## config.mk

```make
export PLATFORM = sky130hd
export DESIGN_NAME = pwm_controller_16ch
export DESIGN_NICKNAME = d
export VERILOG_FILES = /design/src/rtl/pwmc_pkg.sv /design/src/rtl/pwmc_fifo.sv /design/src/rtl/pwmc_front.sv /design/src/rtl/pwmc_back.sv /design/src/rtl/pwm_controller_16ch.sv
export VERILOG_INCLUDE_DIRS = /design/src /design/src/rtl
export SDC_FILE = /design/constraint.sdc
export NUM_CORES = 2
export LEC_CHECK = 0
export CORE_MARGIN = 2
export CORE_UTILIZATION = 55
export DETAILED_ROUTE_END_ITERATION = 7
export DONT_BUFFER_PORTS = 1
export PLACE_DENSITY = 0.75
export SKIP_LAST_GASP = 1
export SLEW_MARGIN = 25
export SYNTH_ARGS = -nofsm -noshare
export SYNTH_HDL_FRONTEND = slang
export SYNTH_HIERARCHICAL = 1
export SYNTH_SLANG_ARGS = --single-unit
```

## constraint.sdc

```tcl
create_clock -name clk -period 5.6 [get_ports clk]
set_clock_uncertainty 0.05 [all_clocks]
set_input_delay 0.56 -clock clk [delete_from_list [all_inputs] [get_ports clk]]
set_output_delay 0.56 -clock clk [all_outputs]
set_load 0.02 [all_outputs]
```

## src/rtl/assert_macros.svh

```systemverilog
// Assertion helpers shared by the PWM controller RTL.
// Depends on nothing; every macro samples on clk and disables on rst_n low.
`ifndef ASSERT_MACROS_SVH
`define ASSERT_MACROS_SVH
`ifndef SYNTHESIS
// Property checked only once reset has been released.
`define PWMC_ASSERT(lbl, prop, msg) \
  lbl: assert property (@(posedge clk) disable iff (!rst_n) (prop)) else $error(msg);
// Implication whose consequent is checked on the next clock.
`define PWMC_ASSERT_NEXT(lbl, ante, cons, msg) \
  lbl: assert property (@(posedge clk) disable iff (!rst_n) (ante) |=> (cons)) else $error(msg);
`else
`define PWMC_ASSERT(lbl, prop, msg)
`define PWMC_ASSERT_NEXT(lbl, ante, cons, msg)
`endif
`endif

```

## src/rtl/pwmc_pkg.sv

```systemverilog
// Shared types and constants of the 16-channel PWM controller.
// Used by pwmc_front, pwmc_back and pwm_controller_16ch; depends on nothing.
`timescale 1ns / 1ps
package pwmc_pkg;

  // Item classes decoded by the front end.
  typedef enum logic [1:0] {
    OP_TICK    = 2'd0,
    OP_SET_PTR = 2'd1,
    OP_WRITE   = 2'd2,
    OP_READ    = 2'd3
  } op_t;

  localparam int PWM_W  = 12;
  localparam int OUT_W  = 16;
  localparam int Q_DEPTH = 2;

  // Register map.
  localparam logic [7:0] ADDR_MODE1    = 8'h00;
  localparam logic [7:0] ADDR_MODE2    = 8'h01;
  localparam logic [7:0] ADDR_LED_BASE = 8'h06;
  localparam logic [7:0] ADDR_PRESCALE = 8'hFE;

  // Mode bits.
  localparam int M1_RESTART_BIT = 7;
  localparam int M1_AI_BIT      = 5;
  localparam int M1_SLEEP_BIT   = 4;
  localparam int M2_INVRT_BIT   = 4;

  localparam logic [7:0] MODE1_RESET    = 8'h11;
  localparam logic [7:0] MODE2_RESET    = 8'h04;
  localparam logic [7:0] PRESCALE_RESET = 8'h1E;
  localparam logic [7:0] PRESCALE_MIN   = 8'd3;
  localparam logic [7:0] MODE1_WMASK    = 8'h7F;
  localparam logic [7:0] MODE2_WMASK    = 8'h1F;

  typedef struct packed {
    op_t        op;
    logic [7:0] addr;
    logic [7:0] data;
  } item_t;

  typedef struct packed {
    logic [7:0]       read_data;
    logic [OUT_W-1:0] pwm_outputs;
    logic [PWM_W-1:0] pwm_count;
  } result_t;

endpackage

```

## src/rtl/pwmc_fifo.sv

```systemverilog
// Small register queue used between the front end, back end and result port.
// Depends on assert_macros.svh only.
`timescale 1ns / 1ps
module pwmc_fifo #(
  parameter int WIDTH = 8,
  parameter int DEPTH = 2
) (
  input  logic             clk,
  input  logic             rst_n,
  input  logic             push,
  input  logic [WIDTH-1:0] wdata,
  output logic             full,
  input  logic             pop,
  output logic [WIDTH-1:0] rdata,
  output logic             empty
);
  `include "assert_macros.svh"

  localparam int AW = (DEPTH > 1) ? $clog2(DEPTH) : 1;
  localparam int CW = $clog2(DEPTH + 1);

  logic [WIDTH-1:0] mem_r [DEPTH];
  logic [AW-1:0]    wr_ptr_r, wr_ptr_nxt;
  logic [AW-1:0]    rd_ptr_r, rd_ptr_nxt;
  logic [CW-1:0]    count_r, count_nxt;
  logic             do_push, do_pop;

  assign full    = (count_r == CW'(DEPTH));
  assign empty   = (count_r == '0);
  assign do_push = push && !full;
  assign do_pop  = pop && !empty;
  assign rdata   = mem_r[rd_ptr_r];

  // Pointer and fill count update
  always_comb begin
    wr_ptr_nxt = wr_ptr_r;
    rd_ptr_nxt = rd_ptr_r;
    if (do_push) begin
      wr_ptr_nxt = (wr_ptr_r == AW'(DEPTH - 1)) ? '0 : wr_ptr_r + 1'b1;
    end
    if (do_pop) begin
      rd_ptr_nxt = (rd_ptr_r == AW'(DEPTH - 1)) ? '0 : rd_ptr_r + 1'b1;
    end
    count_nxt = count_r + CW'(do_push) - CW'(do_pop);
  end

  always_ff @(posedge clk) begin
    if (!rst_n) begin
      wr_ptr_r <= '0;
      rd_ptr_r <= '0;
      count_r  <= '0;
    end else begin
      wr_ptr_r <= wr_ptr_nxt;
      rd_ptr_r <= rd_ptr_nxt;
      count_r  <= count_nxt;
    end
  end

  // Storage, no reset needed
  always_ff @(posedge clk) begin
    if (do_push) begin
      mem_r[wr_ptr_r] <= wdata;
    end
  end

  `PWMC_ASSERT(a_count_bound, count_r <= CW'(DEPTH), "fifo count above depth")
  `PWMC_ASSERT_NEXT(a_count_up, do_push && !do_pop, count_r == $past(count_r) + 1'b1,
    "fifo count did not grow on push")
  `PWMC_ASSERT_NEXT(a_count_down, do_pop && !do_push, count_r == $past(count_r) - 1'b1,
    "fifo count did not shrink on pop")
endmodule

```

## src/rtl/pwmc_front.sv

```systemverilog
// Front end: takes input beats, classifies them and queues them for the back end.
// Depends on pwmc_pkg and pwmc_fifo.
`timescale 1ns / 1ps
module pwmc_front (
  input  logic            clk,
  input  logic            rst_n,
  input  logic            push,
  output logic            full,
  input  logic [1:0]      in_kind,
  input  logic [7:0]      in_reg_address,
  input  logic [7:0]      in_data_byte,
  input  logic            q_pop,
  output logic            q_empty,
  output pwmc_pkg::item_t q_item
);
  import pwmc_pkg::*;

  item_t item;

  // Kind decode: the kind field maps one to one onto the item class
  always_comb begin
    item.addr = in_reg_address;
    item.data = in_data_byte;
    item.op   = op_t'(in_kind);
  end

  pwmc_fifo #(
    .WIDTH ($bits(item_t)),
    .DEPTH (Q_DEPTH)
  ) u_item_q (
    .clk   (clk),
    .rst_n (rst_n),
    .push  (push),
    .wdata (item),
    .full  (full),
    .pop   (q_pop),
    .rdata (q_item),
    .empty (q_empty)
  );
endmodule

```

## src/rtl/pwmc_back.sv

```systemverilog
// Back end: register file, prescaler, period counter and channel level compare.
// Depends on pwmc_pkg and assert_macros.svh.
`timescale 1ns / 1ps
module pwmc_back #(
  parameter int CHANNELS = 16
) (
  input  logic              clk,
  input  logic              rst_n,
  input  logic              item_empty,
  input  pwmc_pkg::item_t   item,
  output logic              item_pop,
  input  logic              res_full,
  output logic              res_push,
  output pwmc_pkg::result_t res_data
);
  import pwmc_pkg::*;
  `include "assert_macros.svh"

  localparam int CW = (CHANNELS > 1) ? $clog2(CHANNELS) : 1;

  logic [7:0]       mode_one_r, mode_one_nxt;
  logic [7:0]       mode_two_r, mode_two_nxt;
  logic [7:0]       prescale_r, prescale_nxt;
  logic [7:0]       ptr_r, ptr_nxt;
  logic [7:0]       div_r, div_nxt;
  logic [PWM_W-1:0] period_r, period_nxt;
  logic [PWM_W-1:0] on_r  [CHANNELS];
  logic [PWM_W-1:0] off_r [CHANNELS];

  logic             s1_valid_r;
  logic [7:0]       rd_r, rd_nxt;

  logic             fire;
  logic [7:0]       led_off;
  logic             led_hit;
  logic [CW-1:0]    led_idx;
  logic [PWM_W-1:0] led_cur;
  logic             led_we;
  logic             restart_flag;
  logic [OUT_W-1:0] levels;

  // Stage 1 may take an item when its result slot is free or draining
  assign fire     = !item_empty && (!s1_valid_r || !res_full);
  assign item_pop = fire;
  assign res_push = s1_valid_r;

  // Channel register decode at the pointer
  assign led_off = ptr_r - ADDR_LED_BASE;
  assign led_hit = (ptr_r >= ADDR_LED_BASE) && ({2'b00, led_off[7:2]} < 8'(CHANNELS));
  assign led_idx = led_off[CW+1:2];
  assign led_cur = led_off[1] ? off_r[led_idx] : on_r[led_idx];
  assign led_we  = fire && (item.op == OP_WRITE) && led_hit;

  // MODE1 write: restart latches on a sleep entry, clears on a write of bit 7 with sleep clear
  always_comb begin
    restart_flag = mode_one_r[M1_RESTART_BIT];
    if (!mode_one_r[M1_SLEEP_BIT] && item.data[M1_SLEEP_BIT]) begin
      restart_flag = 1'b1;
    end
    if (item.data[M1_RESTART_BIT] && !item.data[M1_SLEEP_BIT]) begin
      restart_flag = 1'b0;
    end
  end

  // Item execution
  always_comb begin
    mode_one_nxt = mode_one_r;
    mode_two_nxt = mode_two_r;
    prescale_nxt = prescale_r;
    ptr_nxt      = ptr_r;
    div_nxt      = div_r;
    period_nxt   = period_r;
    rd_nxt       = '0;
    if (fire) begin
      unique case (item.op)
        OP_TICK: begin
          if (!mode_one_r[M1_SLEEP_BIT]) begin
            if (div_r >= prescale_r) begin
              div_nxt    = '0;
              period_nxt = period_r + 1'b1;
            end else begin
              div_nxt = div_r + 1'b1;
            end
          end
        end
        OP_SET_PTR: begin
          ptr_nxt = item.addr;
        end
        OP_WRITE: begin
          if (ptr_r == ADDR_MODE1) begin
            mode_one_nxt = (item.data & MODE1_WMASK) |
                           {restart_flag, 7'b0};
          end else if (ptr_r == ADDR_MODE2) begin
            mode_two_nxt = item.data & MODE2_WMASK;
          end else if (ptr_r == ADDR_PRESCALE) begin
            if (mode_one_r[M1_SLEEP_BIT]) begin
              prescale_nxt = (item.data < PRESCALE_MIN) ? PRESCALE_MIN : item.data;
            end
          end
          if (mode_one_nxt[M1_AI_BIT]) begin
            ptr_nxt = ptr_r + 1'b1;
          end
        end
        OP_READ: begin
          if (ptr_r == ADDR_MODE1) begin
            rd_nxt = mode_one_r;
          end else if (ptr_r == ADDR_MODE2) begin
            rd_nxt = mode_two_r;
          end else if (ptr_r == ADDR_PRESCALE) begin
            rd_nxt = prescale_r;
          end else if (led_hit) begin
            rd_nxt = led_off[0] ? {4'b0, led_cur[PWM_W-1:8]} : led_cur[7:0];
          end
          if (mode_one_r[M1_AI_BIT]) begin
            ptr_nxt = ptr_r + 1'b1;
          end
        end
        default: ;
      endcase
    end
  end

  always_ff @(posedge clk) begin
    if (!rst_n) begin
      mode_one_r <= MODE1_RESET;
      mode_two_r <= MODE2_RESET;
      prescale_r <= PRESCALE_RESET;
      ptr_r      <= '0;
      div_r      <= '0;
      period_r   <= '0;
      s1_valid_r <= 1'b0;
    end else begin
      mode_one_r <= mode_one_nxt;
      mode_two_r <= mode_two_nxt;
      prescale_r <= prescale_nxt;
      ptr_r      <= ptr_nxt;
      div_r      <= div_nxt;
      period_r   <= period_nxt;
      s1_valid_r <= fire || (s1_valid_r && res_full);
    end
  end

  // Read data rides along with the stage 1 beat
  always_ff @(posedge clk) begin
    if (fire) begin
      rd_r <= rd_nxt;
    end
  end

  // Per-channel on/off counts, byte-wide writes
  always_ff @(posedge clk) begin
    if (!rst_n) begin
      for (int i = 0; i < CHANNELS; i++) begin
        on_r[i]  <= '0;
        off_r[i] <= '0;
      end
    end else if (led_we) begin
      if (led_off[1]) begin
        if (led_off[0]) off_r[led_idx][PWM_W-1:8] <= item.data[3:0];
        else            off_r[led_idx][7:0]       <= item.data;
      end else begin
        if (led_off[0]) on_r[led_idx][PWM_W-1:8] <= item.data[3:0];
        else            on_r[led_idx][7:0]       <= item.data;
      end
    end
  end

  // Channel levels from the state left by the stage 1 beat
  always_comb begin
    logic active;
    logic hi;
    active = !(mode_one_r[M1_SLEEP_BIT] || mode_one_r[M1_RESTART_BIT]);
    levels = '0;
    for (int n = 0; n < CHANNELS; n++) begin
      if (on_r[n] < off_r[n]) begin
        hi = (period_r >= on_r[n]) && (period_r < off_r[n]);
      end else if (on_r[n] > off_r[n]) begin
        hi = (period_r >= on_r[n]) || (period_r < off_r[n]);
      end else begin
        hi = 1'b0;
      end
      levels[n] = (hi && active) ^ mode_two_r[M2_INVRT_BIT];
    end
  end

  assign res_data.read_data   = rd_r;
  assign res_data.pwm_outputs = levels;
  assign res_data.pwm_count   = period_r;

  `PWMC_ASSERT(a_prescale_min, prescale_r >= PRESCALE_MIN, "prescale below minimum")
  `PWMC_ASSERT(a_mode2_upper, mode_two_r[7:5] == 3'b000, "MODE2 upper bits set")
  `PWMC_ASSERT_NEXT(a_sleep_hold, mode_one_r[M1_SLEEP_BIT],
    $stable(div_r) && $stable(period_r), "counters moved while asleep")
  `PWMC_ASSERT_NEXT(a_stall_hold, s1_valid_r && res_full,
    s1_valid_r && $stable(rd_r), "stalled result beat was lost")
endmodule

```

## src/rtl/pwm_controller_16ch.sv

```systemverilog
// Top level of the 16-channel 12-bit PWM controller.
// Depends on pwmc_pkg, pwmc_front, pwmc_back and pwmc_fifo.
`timescale 1ns / 1ps
// Each input beat (oscillator tick, pointer load, byte write or byte read) yields
// exactly one result beat carrying the read byte, all channel levels and the period
// counter as they stand after that beat. One beat is taken every clock cycle while
// the input queue is not full; the back end executes one beat per cycle while its
// result slot is free or draining, so throughput is one item per cycle without stalls.
// A pushed beat passes through the input queue, then the execute register, into the
// result queue that drives the output. Both sides are two-entry queues and the execute
// register holds one more, so a stalled reader holds back the writer only once five beats pile up.
module pwm_controller_16ch #(
  parameter int CHANNELS = 16
) (
  input  logic        clk,
  input  logic        rst_n,
  input  logic        push,
  output logic        full,
  input  logic [1:0]  in_kind,
  input  logic [7:0]  in_reg_address,
  input  logic [7:0]  in_data_byte,
  output logic        empty,
  input  logic        pop,
  output logic [7:0]  out_read_data,
  output logic [15:0] out_pwm_outputs,
  output logic [11:0] out_pwm_count
);
  import pwmc_pkg::*;

  item_t   q_item;
  logic    q_empty, q_pop;
  result_t res_data, res_out;
  logic    res_push, res_full;

  pwmc_front u_front (
    .clk            (clk),
    .rst_n          (rst_n),
    .push           (push),
    .full           (full),
    .in_kind        (in_kind),
    .in_reg_address (in_reg_address),
    .in_data_byte   (in_data_byte),
    .q_pop          (q_pop),
    .q_empty        (q_empty),
    .q_item         (q_item)
  );

  pwmc_back #(
    .CHANNELS (CHANNELS)
  ) u_back (
    .clk        (clk),
    .rst_n      (rst_n),
    .item_empty (q_empty),
    .item       (q_item),
    .item_pop   (q_pop),
    .res_full   (res_full),
    .res_push   (res_push),
    .res_data   (res_data)
  );

  pwmc_fifo #(
    .WIDTH ($bits(result_t)),
    .DEPTH (Q_DEPTH)
  ) u_res_q (
    .clk   (clk),
    .rst_n (rst_n),
    .push  (res_push),
    .wdata (res_data),
    .full  (res_full),
    .pop   (pop),
    .rdata (res_out),
    .empty (empty)
  );

  assign out_read_data   = res_out.read_data;
  assign out_pwm_outputs = res_out.pwm_outputs;
  assign out_pwm_count   = res_out.pwm_count;
endmodule

```

Yosys cells after proc, flatten, opt, wreduce, memory -nomap -nowiden
Memory sizes are Yosys's and may differ from the RTL's. A register that Yosys moved wholly into a read port is not among the register bits.
Cells that the tools add are included.
W data, S select, Z words.
{"block": "word_totals", "elab_cells": 298, "ff_bits": 66, "romBits": 0, "in_bits": 22, "latchBits": 0, "memories": 4, "ram_bits": 492}
{"memory": "u_back.off_r", "words": 16, "width": 12, "read_ports": 17, "rd_ports_with_merged_regs": 0, "write_ports": 16, "line": "pwmc_back.sv:28", "text": "logic [PWM_W-1:0] off_r [CHANNELS];"}
{"memory": "u_back.on_r", "words": 16, "width": 12, "read_ports": 17, "rd_ports_with_merged_regs": 0, "write_ports": 16, "line": "pwmc_back.sv:27", "text": "logic [PWM_W-1:0] on_r [CHANNELS];"}
{"memory": "u_res_q.mem_r", "words": 2, "width": 36, "read_ports": 1, "rd_ports_with_merged_regs": 1, "write_ports": 1, "line": "pwmc_fifo.sv:22", "text": "logic [WIDTH-1:0] mem_r [DEPTH];"}
{"memory": "u_front.u_item_q.mem_r", "words": 2, "width": 18, "read_ports": 1, "rd_ports_with_merged_regs": 1, "write_ports": 1, "line": "pwmc_fifo.sv:22"}
{"block": "classes", "div_mod_pow": 0, "n_lt_le_gt_ge": 68, "n_reduce_logical": 84, "muxes": 85, "eq_ne": 10, "bitwise_logic": 20, "mul": 0, "shift": 0, "add_sub_neg": 12}
{"operator": "$lt A12 B12 Y1", "n": 32}
{"operator": "$ge A12 B12 Y1", "n": 16}
{"operator": "$gt A12 B12 Y1", "n": 16}
{"operator": "$mux W8", "n": 12}
{"operator": "$mux W1", "n": 65}
{"operator": "$logic_and A1 B1 Y1", "n": 43}
{"operator": "$mux W12", "n": 3}
{"operator": "$pmux W8 S3", "n": 1}
{"operator": "$reduce_or A12 Y1", "n": 2}
{"operator": "$logic_or A1 B1 Y1", "n": 19}
{"operator": "$add A8 B1 Y8 const B", "n": 2}
{"operator": "$xor A1 B1 Y1", "n": 16}
{"operator": "$add A12 B1 Y12 const B", "n": 1}
{"operator": "$reduce_and A4 Y1", "n": 3}
{"operator": "$eq A2 B2 Y1 const B", "n": 4}
{"operator": "$eq A8 B1 Y1 const B", "n": 1}
{"operator": "$eq A8 B8 Y1 const B", "n": 1}
{"operator": "$ge A8 B3 Y1 const B", "n": 1}
{"operator": "$ge A8 B8 Y1", "n": 1}
{"operator": "$logic_not A1 Y1", "n": 8}
{"operator": "$logic_not A8 Y1", "n": 1}
{"operator": "$lt A8 B2 Y1 const B", "n": 1}
{"operator": "$mux W4", "n": 2}
{"operator": "$or A7 B8 Y8", "n": 1}
{"operator": "other kinds (16)", "n": 27}

Logic depth before layout (Yosys ltp)
{"block": "depth", "ltp_word": 11, "depth_mapped": 13}

Cells and area by module
Netlist, hierarchy kept.
{"module": "pwmc_back", "cells_each": 3356, "area_each_um2": 34322.9, "instances": 1, "seq_area_each_um2": 12772.2}
{"module": "pwmc_fifo at u_res_q", "cells_each": 139, "area_each_um2": 2985.4, "instances": 1, "seq_area_each_um2": 2262.2}
{"module": "pwmc_fifo at u_front.u_item_q", "cells_each": 83, "area_each_um2": 1586.5, "instances": 1, "seq_area_each_um2": 1181.1}

Least setup slack after synthesis
No wires, ideal clock.
{"block": "synth_path", "path_type": "register to register", "start": "reg u_back.period_r[0]", "end": "mem u_res_q/mem_r[0][14] in the netlist's numbering (data pin)", "period_less_slack_ps": 3193, "slack_ps": 2407, "path_stages_with_launch": 12, "path_buffers": 1, "t_arrival_ps": 2861, "required_ps": 5268, "path_cell_list": "dfxtp_1 clkbuf_1 clkinv_1 ha_1 nand2b_1 a21o_1 a211oi_1 or3_1 a41o_1 a2111oi_0 a31oi_1 xnor2_1"}
{"element": "from (decl)", "line": "pwmc_back.sv:26", "text": "logic [PWM_W-1:0] period_r, period_nxt;"}
{"element": "from (signal assigned)", "line": "pwmc_back.sv:138", "text": "period_r <= period_nxt;"}
{"element": "to (decl)", "line": "pwmc_fifo.sv:22"}

==> impl_metrics.json <==
{
  "status": "complete, no violations",
  "gr-usage-all-layers_pct": 34.3,
  "gp_congestion": 1.04,
  "cp_num_cells": 9,
  "finish.utilization_pct": 59.9,
  "cap_violations": 0,
  "postCtsSetupRepairBufs": 0,
  "rsz0062_at_grt": "false",
  "cp_max_fo": 18,
  "via_per_inst": 6.54,
  "fp.dieW_um": 270,
  "grt_pass1_vias": 28500,
  "ir_worst_vdd_uv": 315,
  "syn-num-nets": 4179,
  "die-area_sq_um": 72900,
  "cp_cell_sequence": "buf_4, mux2_2, inv_1, nor2_1, and4_1, buf_4, inv_1, or2_1, o21ai_0",
  "cp_slowest_cell": "o21ai_0",
  "yosys.area_share.xor_xnor_pct": 0.910,
  "critPathCapture": "u_back/off_r[3][6]",
  "synth_top_cells_by_area": "edfxtp_1 39%, ha_1 19%, mux4_2 5.0%",
  "r2r_cells": 9,
  "seq_area_frac_synth_pct": 41.7,
  "yosysUniqueCellTypes": 83,
  "power_frac_clock_pct": 29.8,
  "path_delay_family": "simple AND/OR/NAND/NOR gates",
  "worstHoldPathType": "primary input to register",
  "cts_buffers": 57,
  "muxShareOfSynthArea_pct": 8.10,
  "port_buffers": 0,
  "grt_max_degree": 80,
  "post-route-min-period_ps": 4190,
  "root_buffer": "clkbuf_16",
  "clock_latency_ps": 640,
  "die_h_um": 270,
  "switchingPower_mw": 4.75,
  "setup_viol": 0,
  "dp.cells": 4443,
  "fillCellCount": 5630,
  "post_layout_nonfiller_instances": 4578,
  "relSlewSlack_pct": 25.8,
  "finalInstanceArea_sq_um": 41900,
  "p_int_mw": 8.53,
  "grt-ovfl-total": 0,
  "h-tree-depth": 2,
  "start_util_pct": 55.5,
  "leakage_nw": 17.7,
  "tightest_slew_ps": 1110,
  "clkTransAtPathRegs_ps": 60,
  "cts.sinks": 560,
  "max_stage_delay_ps": 960,
  "crit_arrival_ps": 4390,
  "post_drt_wl_per_cell_um": 27.6,
  "synth_edf_count": 500,
  "cts_tree": "yes",
  "synth_compound_area_share_pct": 11.6,
  "multiInputGateArea_sq_um": 20500,
  "synth-async-reset-ratio_pct": 0,
  "drt_first_iter_violations": 3806,
  "drcViolationCount": 0,
  "powerDensity_nw_per_um2": 317,
  "rrSetupSlack_ps": 1410,
  "vias": 29900,
  "slew_viol_final": 0,
  "synth_area_per_cell_sq_um": 10.9,
  "clk_path_buf_depth": 3,
  "grt_util_met3_pct": 9.92,
  "dp_hpwl_mm": 91.7,
  "critical_path_class": "register to register",
  "startpoint_type": "register",
  "ys_ff_latch": 560,
  "grt_pass1_wl_mm": 185,
  "drt_pre_antenna_iters": 8,
  "num-nets-final": 4183,
  "yosys_warnings": 6,
  "grt-busiest-layer": "met2",
  "p_seq_share_pct": 39.4,
  "antenna_found_initial": 7,
  "antenna_left": 0,
  "min_period_over_period_pct": 74.8,
  "cp.buffers_inverters": 4,
  "fin_tns_setup_ps": 0,
  "synth_top_family_by_area": "adder cells",
  "met1_usage_pct": 43.6,
  "synth_area_sq_um": 38900,
  "synth_top_area_share_pct": 38.6,
  "core_area_sq_um": 70000,
  "cp.required_ps": 5800,
  "reg2reg_to": "u_back/off_r[3][6]",
  "regArea_sq_um": 16200,
  "synth-simple-area-share_pct": 13.4,
  "wl_mm": 126,
  "ys.flop_type": "edfxtp_1",
  "comb_power_share_pct": 30.8,
  "drive_above_1_share_pct": 8.95,
  "synth_fa_ha_area_share_pct": 18.6,
  "grt_use_met2_pct": 51.8,
  "ios": 60,
  "placed_cell_area_sq_um": 39800,
  "crit_path_end_kind": "register",
  "power.total_mw": 13.3,
  "fp-row-count": 97,
  "netSwitchingFraction_pct": 35.8,
  "area_growth_pct": 7.84,
  "synthesis.instances": 3578,
  "hold_viol": 0,
  "max_freq_ghz": 0.239,
  "yosys.area.top_type": "edfxtp_1",
  "min_path_cells": 1
}
==> metrics by stage <==
| step | worst slack, ps | hold slack [ps] |
|---|---|---|
| floorplan | 2410 | 371 |
| global placement | 1590 | 389 |
| detailed placement | 1520 | 402 |
| CTS | 1500 | 9.40 |
| global route | 1230 | 20.7 |
| finish | 1410 | 38.8 |
==> power by group through the flow <==
stage | Clock, mW | Sequential, mW | Combinational, mW
2_1_floorplan | 0 | 5.13 | 2.74
3_3_place_gp | 0 | 5.29 | 3.85
3_5_place_dp | 0 | 5.30 | 3.91
4_1_cts | 3.97 | 5.21 | 3.94
5_1_grt | 4.14 | 5.25 | 4.23
6_report | 3.96 | 5.23 | 4.09
==> layout by cell type, fill, tap and decap left out, types with 45 or more instances in the layout <==
cell type and n:
edfxtp_1 500, nand2b_1 50, nand2_1 154, and2_1 276, nor3_1 50, nand4_1 57, dfxtp_1 48, mux4_2 86
a21o_1 83, a21oi_1 158, clkbuf_16 60, o21ai_0 166, inv_1 398, ha_1 578, nor2_1 276, buf_4 45
==> metal layers <==
layer  part of all wire, %  vias up  routed length [um]
li1                      -    13100                   -
met1                    36    14200               45100
met2                    43     2063               54100
met3                    14      500               17700
met4                   7.5        4                9430
met5                 0.021        -                  27
==> synthesized netlist by cell type, types with 13 or more instances <==
cell type	count
ha_1	579
nand2b_1	50
o22ai_1	25
o21a_1	37
nand2_1	154
a21o_1	83
clkbuf_1	71
mux2i_1	16
nor3_1	50
buf_2	20
o211ai_1	35
xor2_1	18
inv_1	398
a21oi_1	158
nor2_1	277
dfxtp_1	60
nor2b_1	31
nand4_1	57
a31oi_1	21
mux2_4	40
a211oi_1	40
edfxtp_1	500
a211o_1	29
xnor2_1	13
mux4_2	86
and2_1	276
nor4_1	17
nand3_1	40
o21ai_0	184
mux2_2	17
==> what timing repair did <==
item / in CTS / in global routing
resized for setup: 0 / 0
hold buffers: 19 / 0
endpoints found under the hold margin: 44 / 0
==> cell families (layout without fill, tap and decap cells) <==
logic type	after synthesis	count (layout)
AND/OR/NAND/NOR	1014	1014
AO/OA/AOI/OAI	701	701
adder cells (fa/ha/maj)	579	579
flip-flops	560	560
buffers and inverters	521	574
multiplexers	169	169
XOR/XNOR	34	34
other	0	7
==> layout make-up <==
type                    instances  share of cell area, %
well taps                     940                   2.80
inverters                     400                   3.58
multi-input cells            2497                   48.9
repair buffers                 66                   1.35
flip-flops and latches        560                   38.7
clock buffers                  75                   3.88
diodes                          7                 0.0418
clock inverters                33                  0.758
==> state kept, by name (all words and copies together), names as in the netlist, 2 cells and up, named ones only <==
| register | flops |
|---|---|
| u_front/u_item_q/count_r | 2 |
| u_front/u_item_q/mem_r | 36 |
| u_res_q/mem_r | 72 |
| u_back/period_r | 12 |
| u_back/prescale_r | 8 |
| u_back/off_r | 192 |
| u_back/rd_r | 8 |
| u_back/div_r | 8 |
| u_back/mode_one_r | 8 |
| u_back/on_r | 192 |
| u_back/mode_two_r | 5 |
| u_res_q/count_r | 2 |
| u_back/ptr_r | 8 |
==> worst min-delay path by stage <==
stage	slack, ps	end	startpoint
2_1_floorplan	370	u_res_q/mem_r[0][28]	u_back/rd_r[0]
3_3_place_gp	390	u_back/mode_one_r[2]	u_back/mode_one_r[2]
3_5_place_dp	400	u_back/mode_one_r[2]	u_back/mode_one_r[2]
4_1_cts	9	u_front/u_item_q/count_r[0]	rst_n
5_1_grt	20	u_front/u_item_q/count_r[0]	rst_n
6_report	40	u_front/u_item_q/count_r[0]	rst_n
Note: power is estimated with default switching activity, not from simulation.
